## config.mk

```make
export PLATFORM = sky130hd
export DESIGN_NAME = gfb_queue
export DESIGN_NICKNAME = d
export VERILOG_FILES = /design/src/rtl/gfb_pkg.sv /design/src/rtl/gfb_queue.sv
export SDC_FILE = /design/constraint.sdc
export NUM_CORES = 1
export LEC_CHECK = 0
export ABC_CLOCK_PERIOD_IN_PS = 4500
export BUFFER_PORTS_ARGS = -buffer_cell sky130_fd_sc_hd__buf_2
export CAP_MARGIN = 5
export CORE_UTILIZATION = 51
export DETAILED_ROUTE_END_ITERATION = 8
export PLACE_DENSITY = 0.78
export SYNTH_ARGS = -nofsm -noshare
export SYNTH_HDL_FRONTEND = slang
export SYNTH_SLANG_ARGS = --single-unit
export TNS_END_PERCENT = 50
```

## constraint.sdc

```tcl
create_clock -name clk -period 4.5 [get_ports clk]
set_input_delay 0.675 -clock clk [delete_from_list [all_inputs] [get_ports clk]]
set_output_delay 0.675 -clock clk [all_outputs]
set_load 0.005 [all_outputs]
```

## src/rtl/gfb_pkg.sv

```systemverilog
// shared types and constants for the glyph framebuffer blitter
package gfb_pkg;

  // default geometry
  localparam int SCREEN_WIDTH_DEF  = 128;
  localparam int SCREEN_HEIGHT_DEF = 64;
  localparam int GLYPH_BITS_DEF    = 16;
  localparam int QUEUE_DEPTH_DEF   = 2;

  // register reset values and limits
  localparam logic [4:0] FONT_WIDTH_RST  = 5'd7;
  localparam logic [5:0] FONT_HEIGHT_RST = 6'd10;
  localparam logic [5:0] MAX_HEIGHT      = 6'd32;

  localparam logic [7:0] BYTE_WHITE = 8'hFF;
  localparam logic [7:0] BYTE_BLACK = 8'h00;

  typedef enum logic [1:0] {
    REG_FONT_WIDTH  = 2'd0,
    REG_FONT_HEIGHT = 2'd1,
    REG_INVERT_MODE = 2'd2
  } reg_idx_t;

  typedef enum logic [1:0] {
    CMD_SET_CURSOR = 2'd0,
    CMD_FILL       = 2'd1,
    CMD_GLYPH_ROW  = 2'd2,
    CMD_READ       = 2'd3
  } cmd_t;

  typedef struct packed {
    logic [4:0] font_width;
    logic [5:0] font_height;
    logic       invert_mode;
  } cfg_t;

  // one unit of work handed from the front end to the back end
  typedef struct packed {
    cmd_t        op;
    logic        color;     // fill colour, or foreground after invert
    logic        paint;     // glyph row is drawn
    logic [6:0]  x;
    logic [6:0]  y;
    logic [4:0]  width;
    logic [15:0] glyph;
    logic [9:0]  addr;
    logic        done;
    logic        rejected;
  } desc_t;

  typedef struct packed {
    logic full;
    logic empty;
  } q_status_t;

  typedef enum logic [2:0] {
    B_CLEAR,
    B_IDLE,
    B_FILL,
    B_ROW,
    B_READ,
    B_RESP
  } back_state_t;

endpackage

```

## src/rtl/gfb_queue.sv

```systemverilog
// short work queue between front end and back end
module gfb_queue #(
  parameter int DEPTH = gfb_pkg::QUEUE_DEPTH_DEF
) (
  input  logic               clk,
  input  logic               rst,
  input  logic               push,
  input  gfb_pkg::desc_t     push_desc,
  input  logic               pop,
  output gfb_pkg::desc_t     head_desc,
  output gfb_pkg::q_status_t status
);

  localparam int PTR_W = $clog2(DEPTH);
  localparam int CNT_W = $clog2(DEPTH + 1);

  gfb_pkg::desc_t slots [DEPTH];
  logic [PTR_W-1:0] wr_ptr;
  logic [PTR_W-1:0] rd_ptr;
  logic [CNT_W-1:0] count;

  assign status.full  = count == CNT_W'(DEPTH);
  assign status.empty = count == '0;
  assign head_desc    = slots[rd_ptr];

  always_ff @(posedge clk) begin
    if (push) begin
      slots[wr_ptr] <= push_desc;
    end
  end

  always_ff @(posedge clk) begin
    if (rst) begin
      wr_ptr <= '0;
      rd_ptr <= '0;
      count  <= '0;
    end else begin
      if (push) begin
        wr_ptr <= (wr_ptr == PTR_W'(DEPTH - 1)) ? '0 : wr_ptr + 1'b1;
      end
      if (pop) begin
        rd_ptr <= (rd_ptr == PTR_W'(DEPTH - 1)) ? '0 : rd_ptr + 1'b1;
      end
      if (push && !pop) begin
        count <= count + 1'b1;
      end else if (pop && !push) begin
        count <= count - 1'b1;
      end
    end
  end

  a_no_overflow: assert property (@(posedge clk) disable iff (rst)
    status.full |-> !push || pop)
    else $error("queue written while full");

  a_no_underflow: assert property (@(posedge clk) disable iff (rst)
    status.empty |-> !pop)
    else $error("queue read while empty");

endmodule

```

# == Word-level counts from Yosys, hierarchy flattened ==
# Memory sizes are Yosys's and may differ from the RTL's. A register that Yosys moved wholly into a read port is not among the register bits.
# Cells that the tools add are included.
# Widths: inputs -> output; s select.
# classes
n_addsub,4
eq_ne,1
muxes,8
reduce_logical,6
# ops
op,count
$mux 1,6
$mux 2,2
$add 1x1->1 const B,2
$add 2x1->2 const B,1
$eq 2x2->1 const B,1
$logic_and 1x1->1,2
$logic_not 1->1,2
$logic_not 2->1,1
$reduce_bool 2->1,1
$sub 2x1->2 const B,1
# totals
ff_bits,4
mem_bits_rw,102
inputBits,55
output_inout_bits,53
elab_cells,23
n_memories,1
# memory_table
name,depth,word_bits,rd,rd_ports_with_merged_regs,write_ports,line_no,text
slots,2,51,1,1,1,gfb_queue.sv:17,gfb_pkg::desc_t slots [DEPTH];

# == Logic depth before layout (Yosys ltp) ==
# logic_depth
depth_word,4
mapped_depth,5
mapped_depth_nobuf,5

# == Worst setup path after synthesis ==
# OpenSTA, ideal clock, no wires.
# synth_timing
kind,in2reg
from,input push
to,memory slots[0][0] in the netlist's numbering (enable)
setup_time_ns,0.466
arrival_ns,2.934
required_time_ns,4.034
slack_ns,1.100
path_stages,1
n_path_buf,0
cell_sequence,nor2b_1
# synth_between
elab_chain_len,2
# synth_rtl
element,line_no,text
start: declaration,gfb_queue.sv:7,"input logic push,"
$mux 1,gfb_queue.sv:27,if (push) begin
$mux 1 (implied by the code),gfb_queue.sv:28,slots[wr_ptr] <= push_desc;
end: declaration,gfb_queue.sv:17,
# No other way between the ends.

==> impl_metrics.csv <==
group,metric,value,unit
run_status,status,"complete, no violations",
pwr,cellPowerDensity,432,mW/mm^2
cts,htree_levels,3,
cts,cts_setup_buffers,0,
floorplan,fp.dieW,89.2,um
synth,ys.flop_type,"edfxtp_1",
cts,cts_tree,"built",
critical_path,r2r-start,"wr_ptr",
drt,via_count,1977,
synth,netlist_top_cells_area,"edfxtp_1 79%, mux2_2 15%, dfxtp_1 2.6%, buf_2 0.77%, nor2_1 0.48%",
sta,period_share,61.3,%
synth,synth_top_area_share,79.0,%
sta,period_minus_slack,2760,ps
critical_path,worst-endpoint-arrival,2080,ps
floorplan,rows,31,
synth,synth_edf_count,102,
grt,grt_first_pass_wirelength,9000,um
sta,relSlewSlack,19.9,%
worst_hold_path,min_path_type,"in -> reg",
drt,dr.pass1.iters,4,
finish,fillers,559,
placed_design,dp_hpwl,3980,um
finish,layout.nets,351,
placed_design,port_buffers,107,
synth,synth_top_cell_by_area,"edfxtp_1",
cts,root_buffer,"clkbuf_8",
finish,final_util,65.4,%
synth,yosys_register_bits,107,
finish,multi_input_area,687,sq um
finish,final_cells,399,
cts,clock-sinks,107,
drt,viasPerCell,4.95,
grt,grt_max_degree,52,
sta,fmax,363,MHz
synth,synth_area_per_cell,21.4,sq um
cts,clk-insertion-delay-late,350,ps
synth,synthMostInstantiatedCell,"edfxtp_1",
floorplan,die_area,0.00795,sq mm
critical_path,path_max_fanout,51,
pwr,peakVddDrop,0.000247,V
worst_hold_path,hold_depth,1,
sta,slew_viol_final,0,
floorplan,initial_core_util,53.1,%
drt,wl,6140,um
critical_path,worst_setup_path_end_kind,"output port",
grt,grt_use_total,15.9,%
drt,routedWlPerCell,15.4,um
floorplan,coreArea,0.00729,sq mm
sta,hold_viol_final,0,
drt,drt_iter0_markers,79,
sta,rsz0062_at_grt,"no",
critical_path,cp-start-kind,"flip-flop",
finish,drive_gt1_share,59.7,%
synth,ys_types,15,
pwr,power,2060,uW
critical_path,crit_path_max_incr_delay,1140,ps
sta,worst_pin_slew,1200,ps
placed_design,post-place-ws,2110,ps
grt,antenna_found_initial,0,
drt,drc,0,
worst_hold_path,hp-start,"push_desc[14]",
synth,ys_seq_area_share,81.6,%
critical_path,reg2reg_to,"slots[1][37]",
synth,ys_warn_count,0,
grt,first_global_vias,1958,
critical_path,cp_cell_sequence,"mux2_2 > buf_2",
finish,antenna_cells,0,
synth,syn_nets,237,
finish,area_growth,23.1,%
run,cap_viol_max_count,0,
critical_path,cp_slowest_cell,"dfxtp_2",
synth,synth_commonest_cells,"102 x edfxtp_1, 51 x mux2_2, 6 x buf_2",
sta,clock_skew,10.0,ps
cts,clkTransAtPathRegs,100,ps
critical_path,reg2regPathDepth,2,
finish,seq_area,0.00316,sq mm
critical_path,path_buf_inv,1,
placed_design,place_congestion,0.675,
sta,setup_ws,1740,ps
pwr,p_leak,0.00179,uW
floorplan,die_h,89.2,um
sta,setup_viol,0,
cts,cts_max_path_buffers,2,
cts,cts_buffers,9,
cts,cts_resized,0,
floorplan,ios,108,
grt,overflow,0,
synth,netlist_instances,181,
sta,setup_tns,0,ps
synth,async_flop_share,0,%
cts,ctsHoldBuffers,0,
critical_path,required,3830,ps
critical_path,path_delay_family,"flip-flops",
synth,synth_area,0.00387,sq mm
critical_path,r2r_setup_slack,2680,ps
critical_path,critPathKind,"reg -> out",
drt,ant_nets,0,
placed_design,dp.cells,383,
worst_hold_path,hold_end,"slots[0][14]",
## flip-flops by register name (all words and copies together) (netlist names), named ones only
signal,cells
rd_ptr,1
wr_ptr,1
slots,102
count,2
## worst reg2reg max path: stages (launching register included)
cell and delay, ps:
dfxtp_1 430, and2_2 570, buf_4 470
## where the power goes
group | internal [uW] | total [uW] | switching (uW)
Clock | 371 | 675 | 304
Sequential | 1160 | 1190 | 33.0
Combinational | 111 | 196 | 85.1
## cells by family after synthesis
logic type | synth area share [%]
simple gates | 1.20
xor+xnor | 0.904
compound gates | 0.258
fa+ha+maj | 0.323
flops | 81.6
buf+inv | 0.872
mux | 14.8
## routing by layer
layer	GRT usage [%]	part of all wire, %	wire length (um)
met5	0	0	0
met4	7.65	0.93	57
met3	4.80	5.7	351
met2	26.6	50	3090
met1	18.8	43	2640
## worst max-delay path by stage
stage	from	end	slack, ps	cells after the start
5_1_grt	flip-flop	head_desc[41]	1590	2
6_report	flip-flop	head_desc[29]	1740	2
3_5_place_dp	flip-flop	head_desc[41]	2110	2
2_1_floorplan	push	slots[0][0]	1100	1
3_3_place_gp	flip-flop	head_desc[29]	2080	2
4_1_cts	flip-flop	head_desc[41]	1700	2
## metrics by stage
stage | hold slack, ps | cell area (sq um)
detailed placement | 504 | 4530
floorplan | 461 | 3870
global route | 476 | 4770
finish | 500 | 4770
global placement | 480 | 4530
CTS | 487 | 4770
## cell usage in the layout, fill, tap and decap left out, drive strengths merged
cell type / n
buf: 109
edfxtp: 102
mux2: 51
clkbuf: 10
nor2: 5
dfxtp: 5
bufinv: 3
xor2: 2
xnor2: 2
clkinvlp: 2
inv: 1
and2: 1
and2b: 1
nor2b: 1
o21ai: 1
or3: 1
a21oi: 1
ha: 1
clkinv: 1
## layout make-up
cell class	count	area share (%)
Sequential cell	107	66.3
Multi-Input combinational cell	67	14.4
Timing Repair Buffer	109	11.5
Clock buffer	10	2.68
Tap cell	99	2.60
Clock inverter	6	2.39
Inverter	1	0.0787
Note: power is estimated with default switching activity, not from simulation.
