`src/rtl/gfb_pkg.sv`:
```
// shared types and constants for the glyph framebuffer blitter
package gfb_pkg;

  // default geometry
  localparam int SCREEN_WIDTH_DEF  = 128;
  localparam int SCREEN_HEIGHT_DEF = 64;
  localparam int GLYPH_BITS_DEF    = 16;
  localparam int QUEUE_DEPTH_DEF   = 2;

  // register reset values and limits
  localparam logic [4:0] FONT_WIDTH_RST  = 5'd7;
  localparam logic [5:0] FONT_HEIGHT_RST = 6'd10;
  localparam logic [5:0] MAX_HEIGHT      = 6'd32;

  localparam logic [7:0] BYTE_WHITE = 8'hFF;
  localparam logic [7:0] BYTE_BLACK = 8'h00;

  typedef enum logic [1:0] {
    REG_FONT_WIDTH  = 2'd0,
    REG_FONT_HEIGHT = 2'd1,
    REG_INVERT_MODE = 2'd2
  } reg_idx_t;

  typedef enum logic [1:0] {
    CMD_SET_CURSOR = 2'd0,
    CMD_FILL       = 2'd1,
    CMD_GLYPH_ROW  = 2'd2,
    CMD_READ       = 2'd3
  } cmd_t;

  typedef struct packed {
    logic [4:0] font_width;
    logic [5:0] font_height;
    logic       invert_mode;
  } cfg_t;

  // one unit of work handed from the front end to the back end
  typedef struct packed {
    cmd_t        op;
    logic        color;     // fill colour, or foreground after invert
    logic        paint;     // glyph row is drawn
    logic [6:0]  x;
    logic [6:0]  y;
    logic [4:0]  width;
    logic [15:0] glyph;
    logic [9:0]  addr;
    logic        done;
    logic        rejected;
  } desc_t;

  typedef struct packed {
    logic full;
    logic empty;
  } q_status_t;

  typedef enum logic [2:0] {
    B_CLEAR,
    B_IDLE,
    B_FILL,
    B_ROW,
    B_READ,
    B_RESP
  } back_state_t;

endpackage

```
`src/rtl/gfb_front.sv`:
```
// front end: accepts items, tracks the text cursor and classifies work
module gfb_front #(
  parameter int SCREEN_WIDTH  = gfb_pkg::SCREEN_WIDTH_DEF,
  parameter int SCREEN_HEIGHT = gfb_pkg::SCREEN_HEIGHT_DEF
) (
  input  logic              clk,
  input  logic              rst,
  input  logic              in_valid,
  output logic              in_stall,
  input  logic [1:0]        cmd,
  input  logic [6:0]        pos_x,
  input  logic [5:0]        pos_y,
  input  logic              color,
  input  logic [15:0]       glyph_row,
  input  logic [9:0]        read_addr,
  input  gfb_pkg::cfg_t     cfg,
  input  gfb_pkg::q_status_t q_status,
  input  logic              clearing,
  output logic              push,
  output gfb_pkg::desc_t    desc
);

  logic [6:0] cursor_col;
  logic [5:0] cursor_row;
  logic [4:0] glyph_row_index;
  logic       char_skip;

  logic [5:0] h_eff;
  logic [8:0] col_sum;
  logic [7:0] row_sum;
  logic       no_fit;
  logic       skip_now;
  logic [5:0] idx_inc;
  logic       last_row;
  gfb_pkg::cmd_t op;

  assign in_stall = q_status.full || clearing;
  assign push     = in_valid && !in_stall;
  assign op       = gfb_pkg::cmd_t'(cmd);

  always_comb begin
    if (cfg.font_height == 6'd0) begin
      h_eff = 6'd1;
    end else if (cfg.font_height > gfb_pkg::MAX_HEIGHT) begin
      h_eff = gfb_pkg::MAX_HEIGHT;
    end else begin
      h_eff = cfg.font_height;
    end
  end

  // fit test, only taken on the first row of a character
  assign col_sum  = {2'b00, cursor_col} + {4'b0000, cfg.font_width};
  assign row_sum  = {2'b00, cursor_row} + {2'b00, h_eff};
  assign no_fit   = (col_sum >= 9'(SCREEN_WIDTH)) || (row_sum >= 8'(SCREEN_HEIGHT));
  assign skip_now = (glyph_row_index == 5'd0) ? no_fit : char_skip;
  assign idx_inc  = {1'b0, glyph_row_index} + 6'd1;
  assign last_row = idx_inc >= h_eff;

  always_comb begin
    desc.op       = op;
    desc.color    = (op == gfb_pkg::CMD_FILL) ? color : (color ^ cfg.invert_mode);
    desc.paint    = !skip_now;
    desc.x        = cursor_col;
    desc.y        = {1'b0, cursor_row} + {2'b00, glyph_row_index};
    desc.width    = cfg.font_width;
    desc.glyph    = glyph_row;
    desc.addr     = read_addr;
    desc.done     = (op == gfb_pkg::CMD_GLYPH_ROW) && last_row && !skip_now;
    desc.rejected = (op == gfb_pkg::CMD_GLYPH_ROW) && last_row && skip_now;
  end

  always_ff @(posedge clk) begin
    if (rst) begin
      cursor_col      <= 7'd0;
      cursor_row      <= 6'd0;
      glyph_row_index <= 5'd0;
      char_skip       <= 1'b0;
    end else if (push) begin
      case (op)
        gfb_pkg::CMD_SET_CURSOR: begin
          cursor_col      <= pos_x;
          cursor_row      <= pos_y;
          glyph_row_index <= 5'd0;
          char_skip       <= 1'b0;
        end
        gfb_pkg::CMD_GLYPH_ROW: begin
          if (last_row) begin
            if (!skip_now) begin
              cursor_col <= cursor_col + {2'b00, cfg.font_width};
            end
            glyph_row_index <= 5'd0;
            char_skip       <= 1'b0;
          end else begin
            glyph_row_index <= idx_inc[4:0];
            char_skip       <= skip_now;
          end
        end
        default: begin
        end
      endcase
    end
  end

endmodule

```
`config.mk`:
```
export PLATFORM = sky130hd
export DESIGN_NAME = gfb_front
export DESIGN_NICKNAME = d
export VERILOG_FILES = /design/src/rtl/gfb_pkg.sv /design/src/rtl/gfb_front.sv
export SDC_FILE = /design/constraint.sdc
export NUM_CORES = 1
export LEC_CHECK = 0
export BUFFER_PORTS_ARGS = -buffer_cell sky130_fd_sc_hd__buf_2
export CORE_MARGIN = 4
export CORE_UTILIZATION = 49
export CTS_BUF_LIST = sky130_fd_sc_hd__clkbuf_4
export DETAILED_ROUTE_END_ITERATION = 10
export HOLD_SLACK_MARGIN = 0.15
export PLACE_DENSITY = 0.95
export SLEW_MARGIN = 25
export SYNTH_ARGS = -nofsm -noshare
export SYNTH_HDL_FRONTEND = slang
export SYNTH_SLANG_ARGS = --single-unit
```
`constraint.sdc`:
```
create_clock -name clk -period 5.8 [get_ports clk]
set_clock_uncertainty 0.1 [all_clocks]
set_input_delay 1.16 -clock clk [delete_from_list [all_inputs] [get_ports clk]]
set_output_delay 1.16 -clock clk [all_outputs]
set_load 0.02 [all_outputs]
```
## Word level (Yosys, flattened, before mapping)

Cells that the tools add are included.

| storage, ports and cells | value |
|---|---|
| register bits after elaboration | 19 |
| input port bits | 60 |
| output and inout port bits | 53 |
| word-level logic and storage cells | 44 |

| cells by class | value |
|---|---|
| add/subtract/negate cells | 5 |
| order comparisons | 4 |
| eq/ne operators | 4 |
| muxes and demuxes | 11 |
| bitwise operators | 1 |
| reductions and logical operators | 15 |

Operators with widths:

| kind | number |
|---|---|
| $mux W7 | 2 |
| $pmux W7 S2 | 1 |
| $mux W6 | 2 |
| $pmux W5 S2 | 1 |
| $add A7 B5 Y8 | 1 |
| $ge A8 B8 Y1 const B | 1 |
| $add A6 B5 Y7 | 1 |
| $add A6 B6 Y7 | 1 |
| $add A7 B5 Y7 | 1 |
| $ge A7 B7 Y1 const B | 1 |
| $add A5 B1 Y6 const B | 1 |
| $ge A6 B6 Y1 | 1 |
| $gt A6 B6 Y1 const B | 1 |
| $logic_not A6 Y1 | 1 |
| $logic_not A5 Y1 | 1 |
| $mux W5 | 1 |
| $logic_and A1 B1 Y1 | 4 |
| $ne A2 B2 Y1 const B | 2 |
| $reduce_and A2 Y1 | 2 |
| $reduce_and A4 Y1 | 1 |
| $mux W1 | 3 |
| $eq A2 B1 Y1 const B | 1 |
| $eq A2 B2 Y1 const B | 1 |
| $logic_not A1 Y1 | 2 |
| other kinds (5) | 6 |

## Logic depth before layout (Yosys ltp)

Gate-level depths: netlist of the first run.

| depth | value |
|---|---|
| depth after elaboration | 10 |
| depth in mapped cells | 12 |
| depth with buffers taken out | 11 |

## Least setup slack after synthesis of the first run

No wires, ideal clock.

| timing path | value |
|---|---|
| path type | in2out |
| start | input port cfg[3] (netlist bit) |
| end | output port desc[1] (netlist bit) |
| arrival | 2899 ps |
| data required time | 4540 ps |
| slack | 1641 ps |
| stages | 10 |
| path buffers | 0 |
| cell sequence | nor4_1 nor2_1 nor2_1 ha_1 fa_1 nand3_1 a21oi_1 and4bb_2 a21o_1 nor2b_1 |

RTL lines:

| what | RTL line | text |
|---|---|---|
| start: declaration | gfb_front.sv:16 | `input gfb_pkg::cfg_t cfg,` |
| end: declaration | gfb_front.sv:20 | `output gfb_pkg::desc_t desc` |

==> impl_summary.log, run 1 <==
[metrics] vias in the first global route: 1681
[metrics] Clock power frac: 26.1%
[metrics] boundary pin count: 113
[metrics] total DRC errors in the routed layout: 0
[metrics] result of the run: finished, final reports clean
[metrics] minimum clock period: 4.35 ns
[metrics] number of distinct library cells after synthesis: 39
[metrics] area fraction of the dominant cell type after synthesis: 20.0%
[metrics] routability congestion estimate: 0.873
[metrics] via/cell ratio: 5.50
[metrics] Logic pwr share: 23.1%
[metrics] via count: 1760
[metrics] die extent in y: 70.3 um
[metrics] number of failing hold endpoints at the final stage: 0
[metrics] Pins Over Slew Limit: 0
[metrics] final net count: 359
[metrics] reported leakage power: 0.00103 uW
[metrics] post-route antenna net violation count: 0
[metrics] Sw Ratio: 30.8%
[metrics] final setup violation count: 0
[metrics] Async SR Flop Fraction: 0%
[metrics] setup bufs post-CTS: 0
[metrics] total half-perimeter wirelength after legalization and detailed placement: 3480 um
[metrics] register bit count reported by yosys: 19
[metrics] Required @ worst endpoint: 4.54 ns
[metrics] Inserted Diodes: 0
[metrics] Post-synth top cells: buf_4, nand2_1, a21oi_1, ha_1, nor2_1
[metrics] CTS resizes: 0
[metrics] clock buffers created by TritonCTS: 3
[metrics] wire length after detailed routing: 4260 um
[metrics] Row Count: 22
[metrics] synthesized netlist net count: 336
[metrics] delay-heaviest family, CP: simple AND/OR/NAND/NOR gates
[metrics] initial antenna violation count: 0
[metrics] data arrival time of the critical path: 3.09 ns
[metrics] mapped cell area: 1900 um2
[metrics] first-pass GRT wire length: 7190 um
[metrics] switching power total: 80.8 uW
[metrics] area added between synthesis and finish: 5.47%
[metrics] setup slack at placement: 1.46 ns
[metrics] worst supply voltage drop on vdd: 0.0723 mV
[metrics] number of inserted filler cells in the final layout: 359
[metrics] post-route worst hold slack: 0.360 ns
[metrics] CTS H-tree depth: 1
[metrics] number of enable-type register cells in the synthesized netlist: 0
[metrics] Worst Max-Slew Pin Slew: 0.820 ns
[metrics] worst-case setup margin in the final layout: 1.45 ns
[metrics] register area: 380 um2
[metrics] TritonCTS clock tree: done
[metrics] critical path type: in2out
[metrics] post-DR wirelength/cell: 13.3 um
[metrics] horizontal extent of the die: 70.3 um
[metrics] Clock Pin Slew Worst Setup and Hold Paths: 0.11 ns
[metrics] post-synthesis cell type with the largest combined area: dfxtp_1
[metrics] crit end category: output pin
[metrics] Root Buffer Master: clkbuf_4
[metrics] combined area of the multi-input logic cells: 1180 um2
[metrics] pin count of the biggest net entering global routing: 20
[metrics] insertion delay of the later-clocked pin in the worst-skew pair: 0.30 ns
[metrics] buffering stage count on the worst path with inverters included: 2
[metrics] areal power density over the cells: 131 nW/um2
[metrics] Worst setup SP type: input pin
[metrics] number of buffers added on ports: 59
[metrics] sequential share of the synthesized area: 20.0%
[metrics] cells taking the most area after synthesis: dfxtp_1, ha_1, buf_4, a21oi_1, nand2_1
[metrics] Seq pwr share: 50.8%
[metrics] top_reg_cell synth: dfxtp_1
[metrics] cell-by-cell listing of the critical path: buf_2 > nor4_1 > nor2_1 > nor2_1 > ha_1 > fa_1 > nand3_1 > a21oi_1 > and4bb_2 > a21o_1 > nor2b_1 > buf_2
[metrics] violation count after the first detailed-route iteration: 57
[metrics] Pre-antenna DRT Iters: 4
[metrics] setup_tns: 0 ns
[metrics] Tcrit/Tclk final: 75.0%
[metrics] Avg Inst Size Synth: 7.60 um2
[metrics] crit path max fanout: 4
[metrics] starting density of the core: 51.1%
[metrics] Slew headroom: 45.3%
[metrics] Max Buffers Root-to-Sink: 2
[metrics] internal cell power: 182 uW
[metrics] share of cells above drive strength 1: 24.3%
[metrics] overall track demand over capacity in global routing: 17.4%
[metrics] setup repair after global routing missed its margin: no
[metrics] die footprint: 4940 um2
[metrics] Synth Warn #: 0
[metrics] most instantiated library cell after synthesis: buf_4
[metrics] worst min-delay path category: reg2reg
[metrics] Syn Inst Count: 250
[metrics] highest achievable clock rate: 0.230 GHz
[metrics] stage delay of the slowest cell on the critical path: 0.27 ns
[metrics] Num Clock Sinks: 19
[metrics] hold_buf cts: 0
[metrics] core area: 3720 um2
[metrics] GRT overflow: 0
[metrics] max-cap viol count: 0
[metrics] Slowest cell on crit path: and4bb_2
per-stage QoR:
step | total power (uW) | instances | utilization, % | area [um2]
5_1_grt | 279 | 320 | 53.9 | 2000
2_1_floorplan | 202 | 250 | - | 1900
3_5_place_dp | 196 | 316 | 53.2 | 1980
6_report | 263 | 320 | 53.9 | 2000
4_1_cts | 264 | 320 | 53.9 | 2000
3_3_place_gp | 195 | 316 | 53.2 | 1980
flip-flops by register name, indices dropped and copies added (netlist names):
register,cells
glyph_row_index,5
cursor_row,6
char_skip,1
cursor_col,7
cells by family after synthesis:
family / Yosys count / synth area share, %
AND/OR/NAND/NOR: 72 / 17.1
AO/OA/AOI/OAI: 68 / 22.8
buffers and inverters: 56 / 17.7
adder cells (fa/ha/maj): 26 / 18.3
flip-flops: 19 / 20.0
XOR/XNOR: 9 / 4.15
power groups by stage:
stage | Combinational (uW) | Clock [uW] | Sequential (uW)
floorplan | 65.5 | 0 | 137
global placement | 58.5 | 0 | 136
detailed placement | 60.1 | 0 | 136
CTS | 60.4 | 70.5 | 133
global route | 67.8 | 77.5 | 134
finish | 60.6 | 68.7 | 133
worst register-to-register path: stages, from the launching register on:
cell and delay (ns):
dfxtp_1 0.44, ha_1 0.27, nand3_1 0.11, xnor2_1 0.18
ha_1 0.32, nand3_1 0.09, o211ai_1 0.40, nand2_1 0.38
a211o_1 0.37, a31o_2 0.24
final cells by class:
| cell class | instances | area share [%] |
|---|---|---|
| clock buffer | 3 | 1.12 |
| clock inverter | 1 | 0.250 |
| inverter | 15 | 2.81 |
| multi-input combinational | 175 | 59.1 |
| sequential | 19 | 19.0 |
| tap | 48 | 3.00 |
| timing repair buffer | 59 | 14.7 |
worst paths after layout:
path,to,slack [ns],start,cells after the start
worst max-delay path,desc[1],1.45,cfg[2],12
worst min-delay path,char_skip,0.36,char_skip,2
worst max register to register,cursor_col[6],2.81,glyph_row_index[0],9
worst min register to register,char_skip,0.36,char_skip,2
cell usage in the layout (no fill, tap or decap), types with 2 or more instances in the layout:
| cell | Yosys | final |
|---|---|---|
| buf_2 | 1 | 59 |
| xor2_1 | 2 | 2 |
| a211o_1 | 6 | 6 |
| o41ai_1 | 2 | 2 |
| o21bai_1 | 3 | 3 |
| a21oi_1 | 25 | 25 |
| dfxtp_1 | 19 | 19 |
| nor4_1 | 2 | 2 |
| inv_1 | 15 | 15 |
| a21o_1 | 5 | 5 |
| nand2_1 | 31 | 31 |
| clkbuf_4 | 0 | 3 |
| nor2_1 | 22 | 22 |
| ha_1 | 23 | 23 |
| a22oi_1 | 2 | 2 |
| xnor2_1 | 7 | 7 |
| o211ai_1 | 2 | 2 |
| fa_1 | 3 | 3 |
| o21ai_0 | 14 | 14 |
| nand3_1 | 5 | 5 |
| nor2b_1 | 4 | 4 |
layer usage:
layer  share of wire (%)  global-route usage, %
met1                  43                   21.6
met2                  48                   29.6
met3                 8.5                   4.32
met4                0.68                   4.89
met5                   0                      0
No activity file was read; power rests on OpenSTA's default activity.
==> run 2, diff against run 1 <==
--- a/config.mk
+++ b/config.mk
@@ -7,11 +7,11 @@
 export LEC_CHECK = 0
 export BUFFER_PORTS_ARGS = -buffer_cell sky130_fd_sc_hd__buf_2
 export CORE_MARGIN = 4
-export CORE_UTILIZATION = 49
+export CORE_UTILIZATION = 45
 export CTS_BUF_LIST = sky130_fd_sc_hd__clkbuf_4
 export DETAILED_ROUTE_END_ITERATION = 10
 export HOLD_SLACK_MARGIN = 0.15
-export PLACE_DENSITY = 0.95
+export PLACE_DENSITY = 0.9
 export SLEW_MARGIN = 25
 export SYNTH_ARGS = -nofsm -noshare
 export SYNTH_HDL_FRONTEND = slang
==> constraint.sdc (replaced) <==
create_clock -name clk -period 4.39 [get_ports clk]
set_clock_uncertainty 0.1 [all_clocks]
set_input_delay 0.878 -clock clk [delete_from_list [all_inputs] [get_ports clk]]
set_output_delay 0.878 -clock clk [all_outputs]
set_load 0.02 [all_outputs]
==> impl_summary.log, run 2 (synthesized netlist as in run 1, its figures left out) <==
[metrics] setup bufs post-CTS: 0 (unchanged)
[metrics] max-cap viol count: 0 (unchanged)
[metrics] horizontal extent of the die: 73.0 um (was 70.3 um)
[metrics] Reg with most FFs: cursor_col (unchanged)
[metrics] highest-count cells in the layout ignoring fill and taps: buf_2, nand2_1, a21oi_1 (unchanged)
[metrics] reported leakage power: 0.00102 uW (was 0.00103 uW)
[metrics] Root Buffer Master: clkbuf_4 (unchanged)
[metrics] areal power density over the cells: 174 nW/um2 (was 131 nW/um2)
[metrics] post-route worst hold slack: 0.372 ns (was 0.360 ns)
[metrics] critical path type: in2out (unchanged)
[metrics] Tcrit/Tclk final: 85.8%
[metrics] Required @ worst endpoint: 3.41 ns (was 4.54 ns)
[metrics] non-filler cells in the finished layout: 322 (was 320)
[metrics] violation count after the first detailed-route iteration: 83 (was 57)
[metrics] hold_buf cts: 0 (unchanged)
[metrics] Clock Pin Slew Worst Setup and Hold Paths: 0.12 ns (was 0.11 ns)
[metrics] Logic pwr share: 23.0% (was 23.1%)
[metrics] share of cells above drive strength 1: 24.3% (unchanged)
[metrics] GRT overflow: 0 (unchanged)
[metrics] Clock power frac: 26.7% (was 26.1%)
[metrics] Total Power Consumption: 350 uW (was 263 uW)
[metrics] number of failing hold endpoints at the final stage: 0 (unchanged)
[metrics] starting density of the core: 47.1% (was 51.1%)
[metrics] met1 wire length: 1940 um (was 1830 um)
[metrics] final setup violation count: 0 (unchanged)
[metrics] Seq pwr share: 50.3% (was 50.8%)
[metrics] Sw Ratio: 31.2% (was 30.8%)
[metrics] setup repair after global routing missed its margin: no (unchanged)
[metrics] total DRC errors in the routed layout: 0 (unchanged)
[metrics] die footprint: 5320 um2 (was 4940 um2)
[metrics] Worst setup SP type: input pin (unchanged)
[metrics] data arrival time of the critical path: 2.79 ns (was 3.09 ns)
[metrics] vias in the first global route: 1665 (was 1681)
[metrics] Num Clock Sinks: 19 (unchanged)
[metrics] top flop regs: cursor_col (7), cursor_row (6), glyph_row_index (5) (unchanged)
[metrics] minimum clock period: 3.77 ns
[metrics] CTS H-tree depth: 1 (unchanged)
[metrics] most common cell after layout, fill and taps aside: buf_2 (unchanged)
[metrics] Pins Over Slew Limit: 0 (unchanged)
[metrics] core area: 4030 um2 (was 3720 um2)
[metrics] post-DR wirelength/cell: 14.0 um (was 13.3 um)
[metrics] via count: 1764 (was 1760)
[metrics] number of instances on the worst hold path: 2 (unchanged)
[metrics] flip-flop count of the largest register, all copies and words added: 7 (unchanged)
[metrics] overall track demand over capacity in global routing: 16.7% (was 17.4%)
[metrics] initial antenna violation count: 0 (unchanged)
[metrics] worst supply voltage drop on vdd: 0.0983 mV (was 0.0723 mV)
[metrics] Inst Count DP: 318 (was 316)
[metrics] crit end category: output pin (unchanged)
[metrics] Worst Max-Slew Pin Slew: 0.820 ns (about the same)
[metrics] TritonCTS clock tree: done (unchanged)
[metrics] internal cell power: 241 uW (was 182 uW)
[metrics] crit path max fanout: 4 (unchanged)
[metrics] Max Buffers Root-to-Sink: 2 (unchanged)
[metrics] post-route antenna net violation count: 0 (unchanged)
[metrics] switching power total: 109 uW (was 80.8 uW)
[metrics] CTS resizes: 0 (unchanged)
[metrics] insertion delay of the later-clocked pin in the worst-skew pair: 0.30 ns (about the same)
[metrics] Slew headroom: 45.2% (was 45.3%)
[metrics] clock buffers created by TritonCTS: 3 (unchanged)
[metrics] boundary pin count: 113 (unchanged)
[metrics] pin count of the biggest net entering global routing: 20 (unchanged)
[metrics] Inserted Diodes: 0 (unchanged)
[metrics] highest achievable clock rate: 0.266 GHz
[metrics] worst min-delay path category: reg2reg (unchanged)
[metrics] wire length after detailed routing: 4500 um (was 4260 um)
[metrics] area added between synthesis and finish: 5.73% (was 5.47%)
[metrics] total half-perimeter wirelength after legalization and detailed placement: 3700 um (was 3480 um)
[metrics] number of buffers added on ports: 59 (unchanged)
[metrics] Pre-antenna DRT Iters: 4 (unchanged)
[metrics] die extent in y: 73.0 um (was 70.3 um)
[metrics] highest metal layer used by the detailed router: met4 (unchanged)
[metrics] setup_tns: 0 ns (unchanged)
[metrics] Met3 Wirelength: 415 um (was 363 um)
[metrics] worst-case reg-to-reg path depth: 9 (unchanged)
[metrics] routed length on met2: 2090 um (was 2030 um)
[metrics] routability congestion estimate: 0.892 (was 0.873)
[metrics] result of the run: finished, final reports clean (unchanged)
[metrics] via/cell ratio: 5.48 (was 5.50)
[metrics] final net count: 359 (unchanged)
[metrics] first-pass GRT wire length: 7120 um (was 7190 um)
[metrics] Row Count: 23 (was 22)
-- run 2: cell types whose count changed in the layout (fill, tap and decap cells not counted) --
| cell | previous run | this run |
|---|---|---|
| clkinv_2 | 1 | 0 |
| clkinvlp_4 | 0 | 1 |
-- run 2: worst max-delay path: stages --
cell and delay (ns):
buf_2 0.11, nor4_1 0.26, nor2_1 0.07, nor2_1 0.15, ha_1 0.18, fa_1 0.18, nand3_1 0.09, a21oi_1 0.12
and4bb_2 0.27, a21o_1 0.20, nor2b_1 0.13, buf_2 0.15
-- run 2: power by group through the flow --
stage	clock network, uW	registers (uW)	logic, uW
5_1_grt	102	177	89.3
6_report	93.6	176	80.5
3_5_place_dp	0	180	80.2
3_3_place_gp	0	180	77.9
4_1_cts	96.7	176	80.7
2_1_floorplan	0	181	86.5
-- run 2: worst paths after layout --
| path | slack (ns) | startpoint | endpoint |
|---|---|---|---|
| worst max register to register | 1.39 | glyph_row_index[0] | cursor_col[6] |
| worst min register to register | 0.37 | char_skip | char_skip |
| worst min-delay path | 0.37 | char_skip | char_skip |
| worst max-delay path | 0.62 | cfg[2] | desc[1] |
-- run 2: cell type report --
class | count | area (um2)
Sequential cell | 19 | 380
Inverter | 15 | 56.3
Timing Repair Buffer | 59 | 295
Tap cell | 50 | 62.6
Clock buffer | 3 | 22.5
Clock inverter | 1 | 7.51
Fill cell | 392 | 2020
Multi-Input combinational cell | 175 | 1180
-- run 2: metrics by stage --
stage | setup WS [ns] | utilization (%) | cell area [um2]
2_1_floorplan | 0.795 | - | 1900
3_3_place_gp | 0.718 | 49.1 | 1980
3_5_place_dp | 0.636 | 49.1 | 1980
4_1_cts | 0.631 | 49.8 | 2010
5_1_grt | 0.463 | 49.8 | 2010
6_report | 0.624 | 49.8 | 2010
-- run 2: layer usage --
metal  GRT usage, %  up-vias
li1               -      875
met1           20.3      810
met2           28.9       73
met3           4.13        6
met4           5.12        0
met5              0        -
==> run 3, diff against run 2 <==
--- a/config.mk
+++ b/config.mk
@@ -5,13 +5,14 @@
 export SDC_FILE = /design/constraint.sdc
 export NUM_CORES = 1
 export LEC_CHECK = 0
+export ABC_AREA = 1
 export BUFFER_PORTS_ARGS = -buffer_cell sky130_fd_sc_hd__buf_2
 export CORE_MARGIN = 4
-export CORE_UTILIZATION = 45
+export CORE_UTILIZATION = 47
 export CTS_BUF_LIST = sky130_fd_sc_hd__clkbuf_4
 export DETAILED_ROUTE_END_ITERATION = 10
 export HOLD_SLACK_MARGIN = 0.15
-export PLACE_DENSITY = 0.9
+export PLACE_DENSITY = 0.91
 export SLEW_MARGIN = 25
 export SYNTH_ARGS = -nofsm -noshare
 export SYNTH_HDL_FRONTEND = slang
==> impl_summary.log, run 3 <==
[metrics] Post-synth top cells: nand2_1, inv_1, buf_4, ha_1 (was buf_4, nand2_1, a21oi_1, ha_1, nor2_1)
[metrics] Tcrit/Tclk final: 84.9% (was 85.8%)
[metrics] area added between synthesis and finish: 5.64% (was 5.73%)
[metrics] Num Clock Sinks: 19 (unchanged)
[metrics] Max Buffers Root-to-Sink: 2 (unchanged)
[metrics] non-filler cells in the finished layout: 379 (was 322)
[metrics] number of enable-type register cells in the synthesized netlist: 0 (unchanged)
[metrics] wire length after detailed routing: 4630 um (was 4500 um)
[metrics] Avg Inst Size Synth: 6.81 um2 (was 7.60 um2)
[metrics] final core utilization: 52.9% (was 49.8%)
[metrics] number of inserted filler cells in the final layout: 412 (was 392)
[metrics] Reg with most FFs: cursor_col (unchanged)
[metrics] flip-flop count of the largest register, all copies and words added: 7 (unchanged)
[metrics] highest-count cells in the layout ignoring fill and taps: nand2_1, buf_2, inv_1 (was buf_2, nand2_1, a21oi_1)
[metrics] first-pass GRT wire length: 7950 um (was 7120 um)
[metrics] sequential share of the synthesized area: 18.4% (was 20.0%)
[metrics] via/cell ratio: 5.06 (was 5.48)
[metrics] minimum clock period: 3.73 ns (was 3.77 ns)
[metrics] Pins Over Slew Limit: 0 (unchanged)
[metrics] setup_tns: 0 ns (unchanged)
[metrics] routability congestion estimate: 0.877 (was 0.892)
[metrics] number of distinct library cells after synthesis: 32 (was 39)
[metrics] Syn Inst Count: 303 (was 250)
[metrics] cells taking the most area after synthesis: dfxtp_1, ha_1, nand2_1, buf_4, inv_1 (was dfxtp_1, ha_1, buf_4, a21oi_1, nand2_1)
[metrics] Slew headroom: 73.8% (was 45.2%)
[metrics] post-route worst hold slack: 0.399 ns (was 0.372 ns)
[metrics] reported leakage power: 0.00130 uW (was 0.00102 uW)
[metrics] setup repair after global routing missed its margin: no (unchanged)
[metrics] mapped cell area: 2060 um2 (was 1900 um2)
[metrics] result of the run: finished, final reports clean (unchanged)
[metrics] share of cells above drive strength 1: 24.3% (about the same)
[metrics] crit end category: output pin (unchanged)
[metrics] boundary pin count: 113 (unchanged)
[metrics] starting density of the core: 50.1% (was 47.1%)
[metrics] TritonCTS clock tree: done (unchanged)
[metrics] vias in the first global route: 1836 (was 1665)
[metrics] Inst Count DP: 375 (was 318)
[metrics] initial antenna violation count: 0 (unchanged)
[metrics] number of buffers added on ports: 59 (unchanged)
[metrics] data arrival time of the critical path: 2.75 ns (was 2.79 ns)
[metrics] core area: 4120 um2 (was 4030 um2)
[metrics] Required @ worst endpoint: 3.41 ns (about the same)
[metrics] hold_buf cts: 0 (unchanged)
[metrics] worst supply voltage drop on vdd: 0.0895 mV (was 0.0983 mV)
[metrics] startpoint of the worst register-to-register path: glyph_row_index[1] (was glyph_row_index[0])
[metrics] max-cap viol count: 0 (unchanged)
[metrics] post-DR wirelength/cell: 12.2 um (was 14.0 um)
[metrics] most instantiated library cell after synthesis: nand2_1 (was buf_4)
[metrics] die footprint: 5510 um2 (was 5320 um2)
[metrics] areal power density over the cells: 174 nW/um2 (about the same)
[metrics] Root Buffer Master: clkbuf_4 (unchanged)
[metrics] clock buffers created by TritonCTS: 3 (unchanged)
[metrics] Worst Max-Slew Pin Slew: 0.392 ns (was 0.820 ns)
[metrics] CTS H-tree depth: 1 (unchanged)
[metrics] register bit count reported by yosys: 19 (unchanged)
[metrics] post-synthesis cell type with the largest combined area: dfxtp_1 (unchanged)
[metrics] Row Count: 23 (unchanged)
[metrics] overall track demand over capacity in global routing: 18.0% (was 16.7%)
[metrics] post-route antenna net violation count: 0 (unchanged)
[metrics] total DRC errors in the routed layout: 0 (unchanged)
[metrics] Synth Warn #: 0 (unchanged)
[metrics] setup bufs post-CTS: 0 (unchanged)
[metrics] synthesized netlist net count: 389 (was 336)
[metrics] final setup violation count: 0 (unchanged)
[metrics] crit path max fanout: 4 (unchanged)
[metrics] critical path type: in2out (unchanged)
[metrics] highest achievable clock rate: 0.268 GHz (was 0.266 GHz)
[metrics] die extent in y: 74.2 um (was 73.0 um)
[metrics] worst min-delay path category: reg2reg (unchanged)
[metrics] total half-perimeter wirelength after legalization and detailed placement: 3830 um (was 3700 um)
[metrics] area fraction of the dominant cell type after synthesis: 18.4% (was 20.0%)
[metrics] violation count after the first detailed-route iteration: 93 (was 83)
[metrics] launching element of the worst setup path: cfg[3] (was cfg[2])
[metrics] Worst setup SP type: input pin (unchanged)
[metrics] via count: 1918 (was 1764)
[metrics] insertion delay of the later-clocked pin in the worst-skew pair: 0.31 ns (was 0.30 ns)
[metrics] number of failing hold endpoints at the final stage: 0 (unchanged)
[metrics] Clock Pin Slew Worst Setup and Hold Paths: 0.12 ns (about the same)
[metrics] GRT overflow: 0 (unchanged)
[metrics] most common cell after layout, fill and taps aside: nand2_1 (was buf_2)
[metrics] pin count of the biggest net entering global routing: 13 (was 20)
[metrics] top_reg_cell synth: dfxtp_1 (unchanged)
[metrics] CTS resizes: 0 (unchanged)
[metrics] final net count: 416 (was 359)
[metrics] Total Power Consumption: 379 uW (was 350 uW)
[metrics] top flop regs: cursor_col (7), cursor_row (6), glyph_row_index (5) (unchanged)
[metrics] Inserted Diodes: 0 (unchanged)
[metrics] horizontal extent of the die: 74.2 um (was 73.0 um)
[metrics] Pre-antenna DRT Iters: 4 (unchanged)
[metrics] critical hold path startpoint: cursor_row[0] (was char_skip)
[metrics] Async SR Flop Fraction: 0% (unchanged)
run 3: final cells by class:
cell class	instances	area (um2)	area share (%)
Tap cell	50	62.6	2.87
Timing Repair Buffer	59	295	13.6
Inverter	42	158	7.24
Clock buffer	4	30.0	1.38
Sequential cell	19	380	17.5
Multi-Input combinational cell	205	1250	57.5
run 3: metrics by stage:
stage               cell area [um2]  setup slack [ns]
finish                         2180             0.665
floorplan                      2060             0.985
detailed placement             2150             0.705
global placement               2150             0.708
CTS                            2180             0.698
global route                   2180             0.404
run 3: layer usage:
metal / part of all wire [%] / vias up / global-route usage, %
li1: - / 977 / -
met1: 42 / 855 / 23.9
met2: 47 / 76 / 29.0
met3: 8.7 / 10 / 2.43
met4: 2.3 / 0 / 8.10
met5: 0 / - / 0
run 3: worst paths after layout:
kind              endpoint  slack, ns  cells after the start
max                desc[1]       0.66                     13
max reg2reg  cursor_col[5]       2.04                     15
min reg2reg  cursor_row[0]       0.40                      2
min          cursor_row[0]       0.40                      2
run 3: critical path, stage by stage:
cell and delay (ns):
buf_2 0.11, nor3_1 0.18, nand3_1 0.11, nand2_1 0.11, inv_1 0.06, nor2_1 0.17
inv_1 0.08, ha_1 0.26, a21boi_0 0.11, o21ai_0 0.17, nand2_1 0.14, and3_1 0.21
buf_2 0.16
run 3: cells by family after synthesis:
group | synth area share [%]
AND/OR/NAND/NOR | 30.2
adder cells (fa/ha/maj) | 16.9
buffers and inverters | 20.8
flip-flops | 18.4
AO/OA/AOI/OAI | 9.41
XOR/XNOR | 4.25
run 3: power breakdown:
group | internal [uW] | switching [uW]
clock network | 41.7 | 60.3
registers | 176 | 3.24
logic | 36.7 | 60.8
